### config.mk
export PLATFORM = sky130hd
export DESIGN_NAME = csv_field_splitter
export DESIGN_NICKNAME = d
export VERILOG_FILES = /design/src/rtl/core/csv_fs_pkg.sv /design/src/rtl/core/csv_fs_ctrl.sv /design/src/rtl/core/csv_fs_dp.sv /design/src/rtl/core/csv_field_splitter.sv
export SDC_FILE = /design/constraint.sdc
export NUM_CORES = 1
export LEC_CHECK = 0
export BUFFER_PORTS_ARGS = -buffer_cell sky130_fd_sc_hd__clkbuf_2
export CAP_MARGIN = 15
export CORE_AREA = 2 2 186 188
export CTS_BUF_LIST = sky130_fd_sc_hd__clkbuf_4
export CTS_CLUSTER_DIAMETER = 150
export DETAILED_ROUTE_END_ITERATION = 6
export DIE_AREA = 0 0 188 190
export PLACE_DENSITY = 0.68
export SYNTH_ARGS = -nofsm -noshare
export SYNTH_HDL_FRONTEND = slang
export SYNTH_SLANG_ARGS = --single-unit
### constraint.sdc
create_clock -name clk -period 5.4 [get_ports clk]
set_clock_uncertainty 0.05 [all_clocks]
set_input_delay 1.08 -clock clk [delete_from_list [all_inputs] [get_ports clk]]
set_output_delay 1.08 -clock clk [all_outputs]
set_load 0.05 [all_outputs]
### src/rtl/core/csv_fs_pkg.sv
// Shared types, constants and helpers for the CSV field splitter.
package csv_fs_pkg;

    localparam int CHAR_W     = 16;
    localparam int FNUM_W     = 8;
    localparam int MAX_FIELDS = 256;
    localparam int APB_ADDR_W = 3;
    localparam int APB_DATA_W = 32;

    localparam logic [APB_ADDR_W-1:0] REG_DELIMITER_ADDR = 3'd0;

    localparam logic [CHAR_W-1:0] DELIM_RESET = 16'h002C;
    localparam logic [CHAR_W-1:0] CH_QUOTE    = 16'h0022;
    localparam logic [CHAR_W-1:0] CH_SPACE    = 16'h0020;
    localparam logic [CHAR_W-1:0] CH_TAB      = 16'h0009;
    localparam logic [CHAR_W-1:0] CH_BS       = 16'h0008;
    localparam logic [CHAR_W-1:0] CH_CR       = 16'h000D;
    localparam logic [CHAR_W-1:0] CH_LF       = 16'h000A;

    // parser position within a field
    typedef enum logic [4:0] {
        MODE_SKIP   = 5'b00001,
        MODE_UNQ    = 5'b00010,
        MODE_QUOTED = 5'b00100,
        MODE_QSEEN  = 5'b01000,
        MODE_TAIL   = 5'b10000
    } mode_t;

    typedef enum logic [2:0] {
        ST_RUN   = 3'b001,
        ST_FLUSH = 3'b010,
        ST_CHAR  = 3'b100
    } ctrl_state_t;

    typedef struct packed {
        logic accept;
        logic load_step;
        logic load_blank;
        logic load_hold;
    } cmd_t;

    typedef struct packed {
        logic out_free;
        logic need_flush;
        logic has_result;
        logic last_blank;
    } status_t;

    function automatic logic is_blank(input logic [CHAR_W-1:0] c);
        return (c == CH_SPACE) || (c == CH_TAB) || (c == CH_BS) ||
               (c == CH_CR) || (c == CH_LF);
    endfunction

endpackage

### src/rtl/core/csv_fs_ctrl.sv
// Sequencing controller: accepts items, drives held-blank flushes and result loads.
module csv_fs_ctrl
(
    input  logic                clk,
    input  logic                rst_n,
    input  logic                s_tvalid,
    output logic                s_tready,
    input  csv_fs_pkg::status_t status,
    output csv_fs_pkg::cmd_t    cmd
);
    import csv_fs_pkg::*;

    ctrl_state_t state_reg;
    ctrl_state_t state_next;

    always_comb
    begin
        cmd        = '0;
        s_tready   = 1'b0;
        state_next = state_reg;
        unique case (state_reg)
            ST_RUN:
            begin
                s_tready   = status.out_free;
                cmd.accept = s_tvalid && status.out_free;
                if (cmd.accept)
                begin
                    if (status.need_flush)
                    begin
                        state_next = ST_FLUSH;
                    end
                    else
                    begin
                        cmd.load_step = status.has_result;
                    end
                end
            end
            ST_FLUSH:
            begin
                if (status.out_free)
                begin
                    cmd.load_blank = 1'b1;
                    if (status.last_blank)
                    begin
                        state_next = ST_CHAR;
                    end
                end
            end
            ST_CHAR:
            begin
                if (status.out_free)
                begin
                    cmd.load_hold = 1'b1;
                    state_next    = ST_RUN;
                end
            end
            default:
            begin
                state_next = ST_RUN;
            end
        endcase
    end

    always_ff @(posedge clk or negedge rst_n)
    begin
        if (!rst_n)
        begin
            state_reg <= ST_RUN;
        end
        else
        begin
            state_reg <= state_next;
        end
    end

    a_flush_entry: assert property (@(posedge clk) disable iff (!rst_n)
        (cmd.accept && status.need_flush) |=> (state_reg == ST_FLUSH))
        else $error("flush not entered after accepted item with held blanks");

    a_no_accept_busy: assert property (@(posedge clk) disable iff (!rst_n)
        (state_reg != ST_RUN) |-> (!cmd.accept && !cmd.load_step))
        else $error("item accepted while flushing");

    a_char_exit: assert property (@(posedge clk) disable iff (!rst_n)
        (state_reg == ST_CHAR && status.out_free) |=> (state_reg == ST_RUN))
        else $error("held character not released");

endmodule

### src/rtl/core/csv_fs_dp.sv
// Datapath: field parser, held-blank buffer, field counter and output register.
module csv_fs_dp #(
    parameter int BLANK_DEPTH = 15
)
(
    input  logic                                clk,
    input  logic                                rst_n,
    input  logic [csv_fs_pkg::CHAR_W-1:0]       delimiter,
    input  logic [csv_fs_pkg::CHAR_W-1:0]       code_unit,
    input  logic                                record_last,
    input  csv_fs_pkg::cmd_t                    cmd,
    output csv_fs_pkg::status_t                 status,
    input  logic                                m_tready,
    output logic                                m_tvalid,
    output logic [csv_fs_pkg::CHAR_W-1:0]       char_out,
    output logic                                char_valid,
    output logic [csv_fs_pkg::FNUM_W-1:0]       field_number,
    output logic                                field_end,
    output logic                                record_end,
    output logic                                field_overflow,
    output logic                                run_last
);
    import csv_fs_pkg::*;

    localparam int CW = $clog2(BLANK_DEPTH + 1);
    localparam int AW = (BLANK_DEPTH > 1) ? $clog2(BLANK_DEPTH) : 1;
    localparam int FW = $clog2(MAX_FIELDS);
    localparam logic [FW-1:0] CNT_MAX = FW'(MAX_FIELDS - 1);
    localparam logic [CW-1:0] PEND_MAX = CW'(BLANK_DEPTH);

    // parser state
    mode_t          mode_reg;
    logic [FW-1:0]  cnt_reg;
    logic           content_reg;
    logic [CW-1:0]  pcount_reg;

    // blank buffer
    logic [CHAR_W-1:0] blank_mem [BLANK_DEPTH];
    logic [CHAR_W-1:0] rd_data_reg;
    logic [AW-1:0]     rd_addr;
    logic [CW-1:0]     idx_reg;
    logic [CW-1:0]     flush_cnt_reg;

    // character result held during a flush
    logic [CHAR_W-1:0] hold_char_reg;
    logic              hold_fend_reg;
    logic              hold_rend_reg;
    logic [FNUM_W-1:0] hold_fnum_reg;
    logic              hold_ovf_reg;

    logic              out_valid_reg;
    logic [CHAR_W-1:0] out_char_reg;
    logic              out_cvalid_reg;
    logic [FNUM_W-1:0] out_fnum_reg;
    logic              out_fend_reg;
    logic              out_rend_reg;
    logic              out_ovf_reg;
    logic              out_rlast_reg;

    mode_t       mode_n;
    logic        do_take;
    logic        close;
    logic        fin;
    logic        blank;
    logic        is_delim;
    logic        is_quote;
    logic        emit_char;
    logic        store;
    logic [FNUM_W-1:0] cur_fnum;
    logic        cur_ovf;

    always_comb
    begin
        is_delim = (code_unit == delimiter);
        is_quote = (code_unit == CH_QUOTE);
        blank    = is_blank(code_unit);
        mode_n   = mode_reg;
        do_take  = 1'b0;
        close    = 1'b0;
        unique case (mode_reg)
            MODE_SKIP:
            begin
                if (code_unit == CH_SPACE || (code_unit == CH_TAB && delimiter != CH_TAB))
                begin
                    mode_n = MODE_SKIP;
                end
                else if (is_quote)
                begin
                    mode_n = MODE_QUOTED;
                end
                else if (is_delim)
                begin
                    close = 1'b1;
                end
                else
                begin
                    mode_n  = MODE_UNQ;
                    do_take = 1'b1;
                end
            end
            MODE_UNQ:
            begin
                close   = is_delim;
                do_take = !is_delim;
            end
            MODE_QUOTED:
            begin
                if (is_quote)
                begin
                    mode_n = MODE_QSEEN;
                end
                else
                begin
                    do_take = 1'b1;
                end
            end
            MODE_QSEEN:
            begin
                // doubled quote yields one quote; anything else ends the quoted part
                if (is_quote)
                begin
                    do_take = 1'b1;
                    mode_n  = MODE_QUOTED;
                end
                else if (is_delim)
                begin
                    close = 1'b1;
                end
                else
                begin
                    mode_n = MODE_TAIL;
                end
            end
            MODE_TAIL:
            begin
                close = is_delim;
            end
            default:
            begin
                mode_n = MODE_TAIL;
                close  = is_delim;
            end
        endcase
        fin       = close || record_last;
        emit_char = do_take && !blank;
        store     = do_take && blank && content_reg && (pcount_reg < PEND_MAX);
        cur_fnum  = FNUM_W'(cnt_reg);
        cur_ovf   = (cnt_reg == CNT_MAX);
    end

    assign status.out_free   = !out_valid_reg || m_tready;
    assign status.need_flush = emit_char && (pcount_reg != '0);
    assign status.has_result = emit_char || fin;
    assign status.last_blank = ((idx_reg + CW'(1)) == flush_cnt_reg);

    // read one ahead so a blank can leave every cycle while the output is free
    assign rd_addr = (cmd.load_blank && !status.last_blank) ?
                     AW'(idx_reg + CW'(1)) : idx_reg[AW-1:0];

    always_ff @(posedge clk)
    begin
        if (cmd.accept && store)
        begin
            blank_mem[pcount_reg[AW-1:0]] <= code_unit;
        end
        rd_data_reg <= blank_mem[rd_addr];
    end

    always_ff @(posedge clk or negedge rst_n)
    begin
        if (!rst_n)
        begin
            mode_reg    <= MODE_SKIP;
            cnt_reg     <= '0;
            content_reg <= 1'b0;
            pcount_reg  <= '0;
            idx_reg     <= '0;
        end
        else
        begin
            if (cmd.accept)
            begin
                if (fin)
                begin
                    mode_reg    <= MODE_SKIP;
                    content_reg <= 1'b0;
                    pcount_reg  <= '0;
                    if (record_last)
                    begin
                        cnt_reg <= '0;
                    end
                    else if (cnt_reg != CNT_MAX)
                    begin
                        cnt_reg <= cnt_reg + FW'(1);
                    end
                end
                else
                begin
                    mode_reg <= mode_n;
                    if (emit_char)
                    begin
                        content_reg <= 1'b1;
                        pcount_reg  <= '0;
                    end
                    else if (store)
                    begin
                        pcount_reg <= pcount_reg + CW'(1);
                    end
                end
            end
            if (cmd.load_blank && !status.last_blank)
            begin
                idx_reg <= idx_reg + CW'(1);
            end
            else if (cmd.load_hold)
            begin
                idx_reg <= '0;
            end
        end
    end

    always_ff @(posedge clk)
    begin
        if (cmd.accept)
        begin
            flush_cnt_reg <= pcount_reg;
            hold_char_reg <= code_unit;
            hold_fend_reg <= fin;
            hold_rend_reg <= fin;
            hold_fnum_reg <= cur_fnum;
            hold_ovf_reg  <= cur_ovf;
        end
    end

    always_ff @(posedge clk or negedge rst_n)
    begin
        if (!rst_n)
        begin
            out_valid_reg <= 1'b0;
        end
        else if (cmd.load_step || cmd.load_blank || cmd.load_hold)
        begin
            out_valid_reg <= 1'b1;
        end
        else if (m_tready)
        begin
            out_valid_reg <= 1'b0;
        end
    end

    always_ff @(posedge clk)
    begin
        if (cmd.load_step)
        begin
            out_char_reg   <= emit_char ? code_unit : '0;
            out_cvalid_reg <= emit_char;
            out_fnum_reg   <= cur_fnum;
            out_fend_reg   <= fin;
            out_rend_reg   <= emit_char ? fin : record_last;
            out_ovf_reg    <= cur_ovf;
            out_rlast_reg  <= 1'b1;
        end
        else if (cmd.load_blank)
        begin
            out_char_reg   <= rd_data_reg;
            out_cvalid_reg <= 1'b1;
            out_fnum_reg   <= hold_fnum_reg;
            out_fend_reg   <= 1'b0;
            out_rend_reg   <= 1'b0;
            out_ovf_reg    <= hold_ovf_reg;
            out_rlast_reg  <= 1'b0;
        end
        else if (cmd.load_hold)
        begin
            out_char_reg   <= hold_char_reg;
            out_cvalid_reg <= 1'b1;
            out_fnum_reg   <= hold_fnum_reg;
            out_fend_reg   <= hold_fend_reg;
            out_rend_reg   <= hold_rend_reg;
            out_ovf_reg    <= hold_ovf_reg;
            out_rlast_reg  <= 1'b1;
        end
    end

    assign m_tvalid       = out_valid_reg;
    assign char_out       = out_char_reg;
    assign char_valid     = out_cvalid_reg;
    assign field_number   = out_fnum_reg;
    assign field_end      = out_fend_reg;
    assign record_end     = out_rend_reg;
    assign field_overflow = out_ovf_reg;
    assign run_last       = out_rlast_reg;

endmodule

### src/rtl/core/csv_field_splitter.sv
// Output path: a unit with no held blanks is loaded straight into the output register; a unit
//   that releases held blanks is held while the blanks are loaded, then its own result follows.
// Throughput: one code unit per cycle while the output is free; a unit that releases k held inner
//   blanks (k up to BLANK_DEPTH) blocks input through the flush, one buffer read per emitted blank.
// Input stalls while a result waits and m_tready is low. Reset (rst_n, async, active low):
//   parser, field counter and output valid clear, delimiter to comma; blank buffer kept.
module csv_field_splitter #(
    parameter int BLANK_DEPTH = 15
)
(
    input  logic                                 clk,
    input  logic                                 rst_n,
    // APB configuration
    input  logic                                 psel,
    input  logic                                 penable,
    input  logic                                 pwrite,
    input  logic [csv_fs_pkg::APB_ADDR_W-1:0]    paddr,
    input  logic [csv_fs_pkg::APB_DATA_W-1:0]    pwdata,
    output logic [csv_fs_pkg::APB_DATA_W-1:0]    prdata,
    output logic                                 pready,
    // input stream
    input  logic                                 s_tvalid,
    output logic                                 s_tready,
    input  logic [15:0]                          s_tdata,  // [15:0] code_unit
    input  logic                                 s_tlast,  // record_last
    // output stream
    output logic                                 m_tvalid,
    input  logic                                 m_tready,
    output logic [23:0]                          m_tdata,  // [15:0] char_out, [23:16] field_number
    output logic [3:0]                           m_tuser,  // char_valid, field_end, field_overflow, run_last
    output logic                                 m_tlast   // record_end
);
    import csv_fs_pkg::*;

    logic [CHAR_W-1:0] delimiter_reg;
    logic              cfg_write;
    cmd_t              cmd;
    status_t           status;

    logic [CHAR_W-1:0] char_out;
    logic              char_valid;
    logic [FNUM_W-1:0] field_number;
    logic              field_end;
    logic              record_end;
    logic              field_overflow;
    logic              run_last;

    assign pready    = 1'b1;
    assign cfg_write = psel && penable && pwrite && pready && (paddr == REG_DELIMITER_ADDR);

    always_ff @(posedge clk or negedge rst_n)
    begin
        if (!rst_n)
        begin
            delimiter_reg <= DELIM_RESET;
        end
        else if (cfg_write)
        begin
            delimiter_reg <= pwdata[CHAR_W-1:0];
        end
    end

    always_comb
    begin
        unique case (paddr)
            REG_DELIMITER_ADDR: prdata = APB_DATA_W'(delimiter_reg);
            default:            prdata = '0;
        endcase
    end

    csv_fs_ctrl u_ctrl (
        .clk      (clk),
        .rst_n    (rst_n),
        .s_tvalid (s_tvalid),
        .s_tready (s_tready),
        .status   (status),
        .cmd      (cmd)
    );

    csv_fs_dp #(
        .BLANK_DEPTH (BLANK_DEPTH)
    ) u_dp (
        .clk            (clk),
        .rst_n          (rst_n),
        .delimiter      (delimiter_reg),
        .code_unit      (s_tdata),
        .record_last    (s_tlast),
        .cmd            (cmd),
        .status         (status),
        .m_tready       (m_tready),
        .m_tvalid       (m_tvalid),
        .char_out       (char_out),
        .char_valid     (char_valid),
        .field_number   (field_number),
        .field_end      (field_end),
        .record_end     (record_end),
        .field_overflow (field_overflow),
        .run_last       (run_last)
    );

    assign m_tdata = {field_number, char_out};
    assign m_tuser = {run_last, field_overflow, field_end, char_valid};
    assign m_tlast = record_end;

endmodule

==> out/results.ini <==
[place]
port_buffers=89
gp_congestion=0.800
dp.final_hpwl_mm=19.8
placed_cell_area_mm2=0.0160

[route]
ant_nets=0
drtIter0Drc=823
via_count=8360
routed_wl_mm=32.1
wl_per_cell_um=20.5
drc=0
viasPerCell=5.35
drt-pass1-iter-count=5

[pwr]
worst_ir_drop_vdd_v=0.000190
seqPwrFrac_pct=49.0
comb_power_share_pct=14.9
p_sw_mw=1.88
swShare_pct=28.1
p_per_area_mw_per_mm2=388
leakage_nw=6.52
clkPwrFrac_pct=36.1
internal-power_mw=4.81

[cells_and_area]
seq_area_mm2=0.0103
layout_commonest_cell=edfxtp_1
area_delta_synth_final_pct=15.2
fill_cells=2798
final_nets=1102
finalInstanceArea_mm2=0.0172
most-common-layout-cells=edfxtp_1, clkbuf_4, clkbuf_2
drive_gt1_share_pct=37.3
largest_reg_flops=240
multiInputGateArea_mm2=0.00430

[global_route]
grtUsageTotal_pct=18.4
antenna_found_initial=1
grt_pass1_vias=8631
grt_pass1_wl_mm=49.6
grt_overflow=0
grt_max_degree=45

[synth]
synth.area.mux_share_pct=16.2
synthesis.area_mm2=0.0150
synth-compound-area-share_pct=4.11
netlist_instances=863
synth_flop_cell=edfxtp_1
synth_cell_types=65
seq_area_frac_synth_pct=69.1
synthAdderAreaFrac_pct=0.585
ys_warn_count=0
postSynthAreaPerCell_um2=17.3
ys_seq_elements=357
synth-edff-count=298
synth_xor_xnor_area_share_pct=1.64
synth-async-reset-ratio_pct=11.8
yosys.area_share.simple_pct=5.50
synth_top_family_by_area=multiplexers

[die]
core_area_mm2=0.0339
row_count=68
die_area_mm2=0.0357
die_h_um=190
die_x_um=188
io_pins=123
start_util_pct=44.1

[timing]
drv_slew=0
period_share_pct=71.2
timing.final.hold_violations=0
final.min_clock_period_ns=3.85
tightest_slew_ns=1.12
setup_viol=0
timing.slew.headroom_pct=25.5
final.setup.tns_ns=0
rsz0062_at_grt=false
max_freq_mhz=260

[worst_setup_path]
crit_start=u_dp.idx_reg[0]$_DFFE_PN0P_
slowest_stage=ha_4
reg2reg_depth=11
end_kind=flip-flop
endpoint=u_dp.rd_data_reg[8]$_DFF_P_
r2r_end=u_dp.rd_data_reg[8]$_DFF_P_
path_class=reg -> reg
startpoint_type=flip-flop
worstReg2RegStart=u_dp.idx_reg[0]$_DFFE_PN0P_
worstPathCellList=ha_1, xor2_1, or4_4, nand3_2, inv_2, ha_4, buf_12, mux2_2, mux2_2, mux2i_1, mux2i_1
crit_required_ns=5.90
ff2ff_setup_slack_ns=1.55
crit_fanout=28
cp.arrival_ns=4.35
crit_path_max_incr_delay_ns=0.66

[cts]
worstSkewPairLatency_ns=0.73
cts_buffers=88
clk_pin_slew_ns=0.08
post_cts_buffers=0
clockBufferDepth=3
cts.sinks=357
cts_resized=0
htree_num_levels=3
cts_root_buffer=clkbuf_4
postCtsHoldBufs=0
cts_tree=done

[status]
status=finished, final reports clean

[job]
maxCapViolCount=0

[worst_hold_path]
hp-class=in -> async

-- metrics by stage --
stage               instances  utilization [%]  setup WS (ns)  hold WS, ns  power (mW)
finish                   1564             50.8           1.55        0.388        6.68
CTS                      1563             50.8           1.48        0.373        6.77
detailed placement       1401             47.1           1.05        0.418        4.34
global route             1564             50.8           1.31        0.425        6.98
floorplan                 878                -          0.562        0.387        4.06
global placement         1401             47.1           1.12        0.400        4.33
-- cell usage after synthesis, types with 4 or more instances --
master,count,area share [%]
nor4b_1,4,0.23
a31oi_1,6,0.25
buf_6,10,0.75
o21ai_0,18,0.60
buf_4,23,1.2
nor3_1,9,0.30
nand4_1,6,0.25
nor2_1,26,0.65
a21oi_1,16,0.54
nand3_1,11,0.37
clkbuf_1,19,0.48
ha_1,7,0.59
o21a_1,4,0.20
inv_1,9,0.23
dfrtp_1,37,6.2
edfxtp_1,298,60
mux2i_1,50,3.3
dfstp_2,5,0.88
nand2b_1,5,0.21
nor4_1,7,0.29
xnor2_1,20,1.2
and2_1,18,0.75
mux4_2,48,7.2
mux2_2,72,5.4
dfxtp_1,17,2.3
nor2b_1,7,0.29
nand2_1,27,0.68
and3_1,4,0.17
a22o_1,18,1.1
-- cell type report --
| type | count | area share (%) |
|---|---|---|
| multi-input cells | 453 | 24.9 |
| inverters | 11 | 0.239 |
| clock inverters | 32 | 1.52 |
| repair buffers | 125 | 4.37 |
| well taps | 455 | 3.30 |
| flip-flops and latches | 357 | 60.0 |
| diodes | 1 | 0.0145 |
| clock buffers | 130 | 5.66 |
-- how the worst min path moves through the flow --
stage,depth (start not counted),end
after floorplan,2,u_dp.run_last$_SDFFE_PP1P_
after global placement,2,u_dp.run_last$_SDFFE_PP1P_
after detailed placement,2,u_dp.run_last$_SDFFE_PP1P_
after CTS,2,delimiter_reg[14]$_DFFE_PN0P_
after global routing,2,delimiter_reg[13]$_DFFE_PN0P_
final,2,u_dp.cnt_reg[5]$_DFFE_PN0P_
-- logic make-up (layout without fill, tap and decap cells) --
family | count (synthesis) | in the layout
AOI/OAI and AO/OA | 87 | 87
buffers and inverters | 68 | 298
DFF | 357 | 357
xor gates and xnor gates | 25 | 25
and+or+nand+nor | 145 | 145
other | 2 | 18
muxes | 172 | 172
adders and majority gates | 7 | 7
-- critical path: cells and delay by family (launching register included) --
kind,cells,cell delay [ns]
and+or+nand+nor,2,0.71
adders and majority gates,2,1.03
buffers and inverters,2,0.39
DFF,1,0.43
xor gates and xnor gates,1,0.17
muxes,4,0.90
-- metal layers --
| metal | vias to the layer above | GRT usage [%] | part of all wire [%] |
|---|---|---|---|
| li1 | 3770 | - | - |
| met1 | 4258 | 24.7 | 43 |
| met2 | 288 | 30.0 | 49 |
| met3 | 44 | 3.47 | 5.8 |
| met4 | 0 | 6.84 | 1.6 |
| met5 | - | 0 | 0 |
-- power groups by stage --
stage	Sequential (mW)	Clock [mW]	Combinational (mW)
floorplan	3.60	0	0.464
global placement	3.34	0	0.992
detailed placement	3.33	0	1.01
CTS	3.28	2.48	1.01
global route	3.29	2.62	1.07
finish	3.27	2.41	0.997
Power figures use the tool's default switching activity.
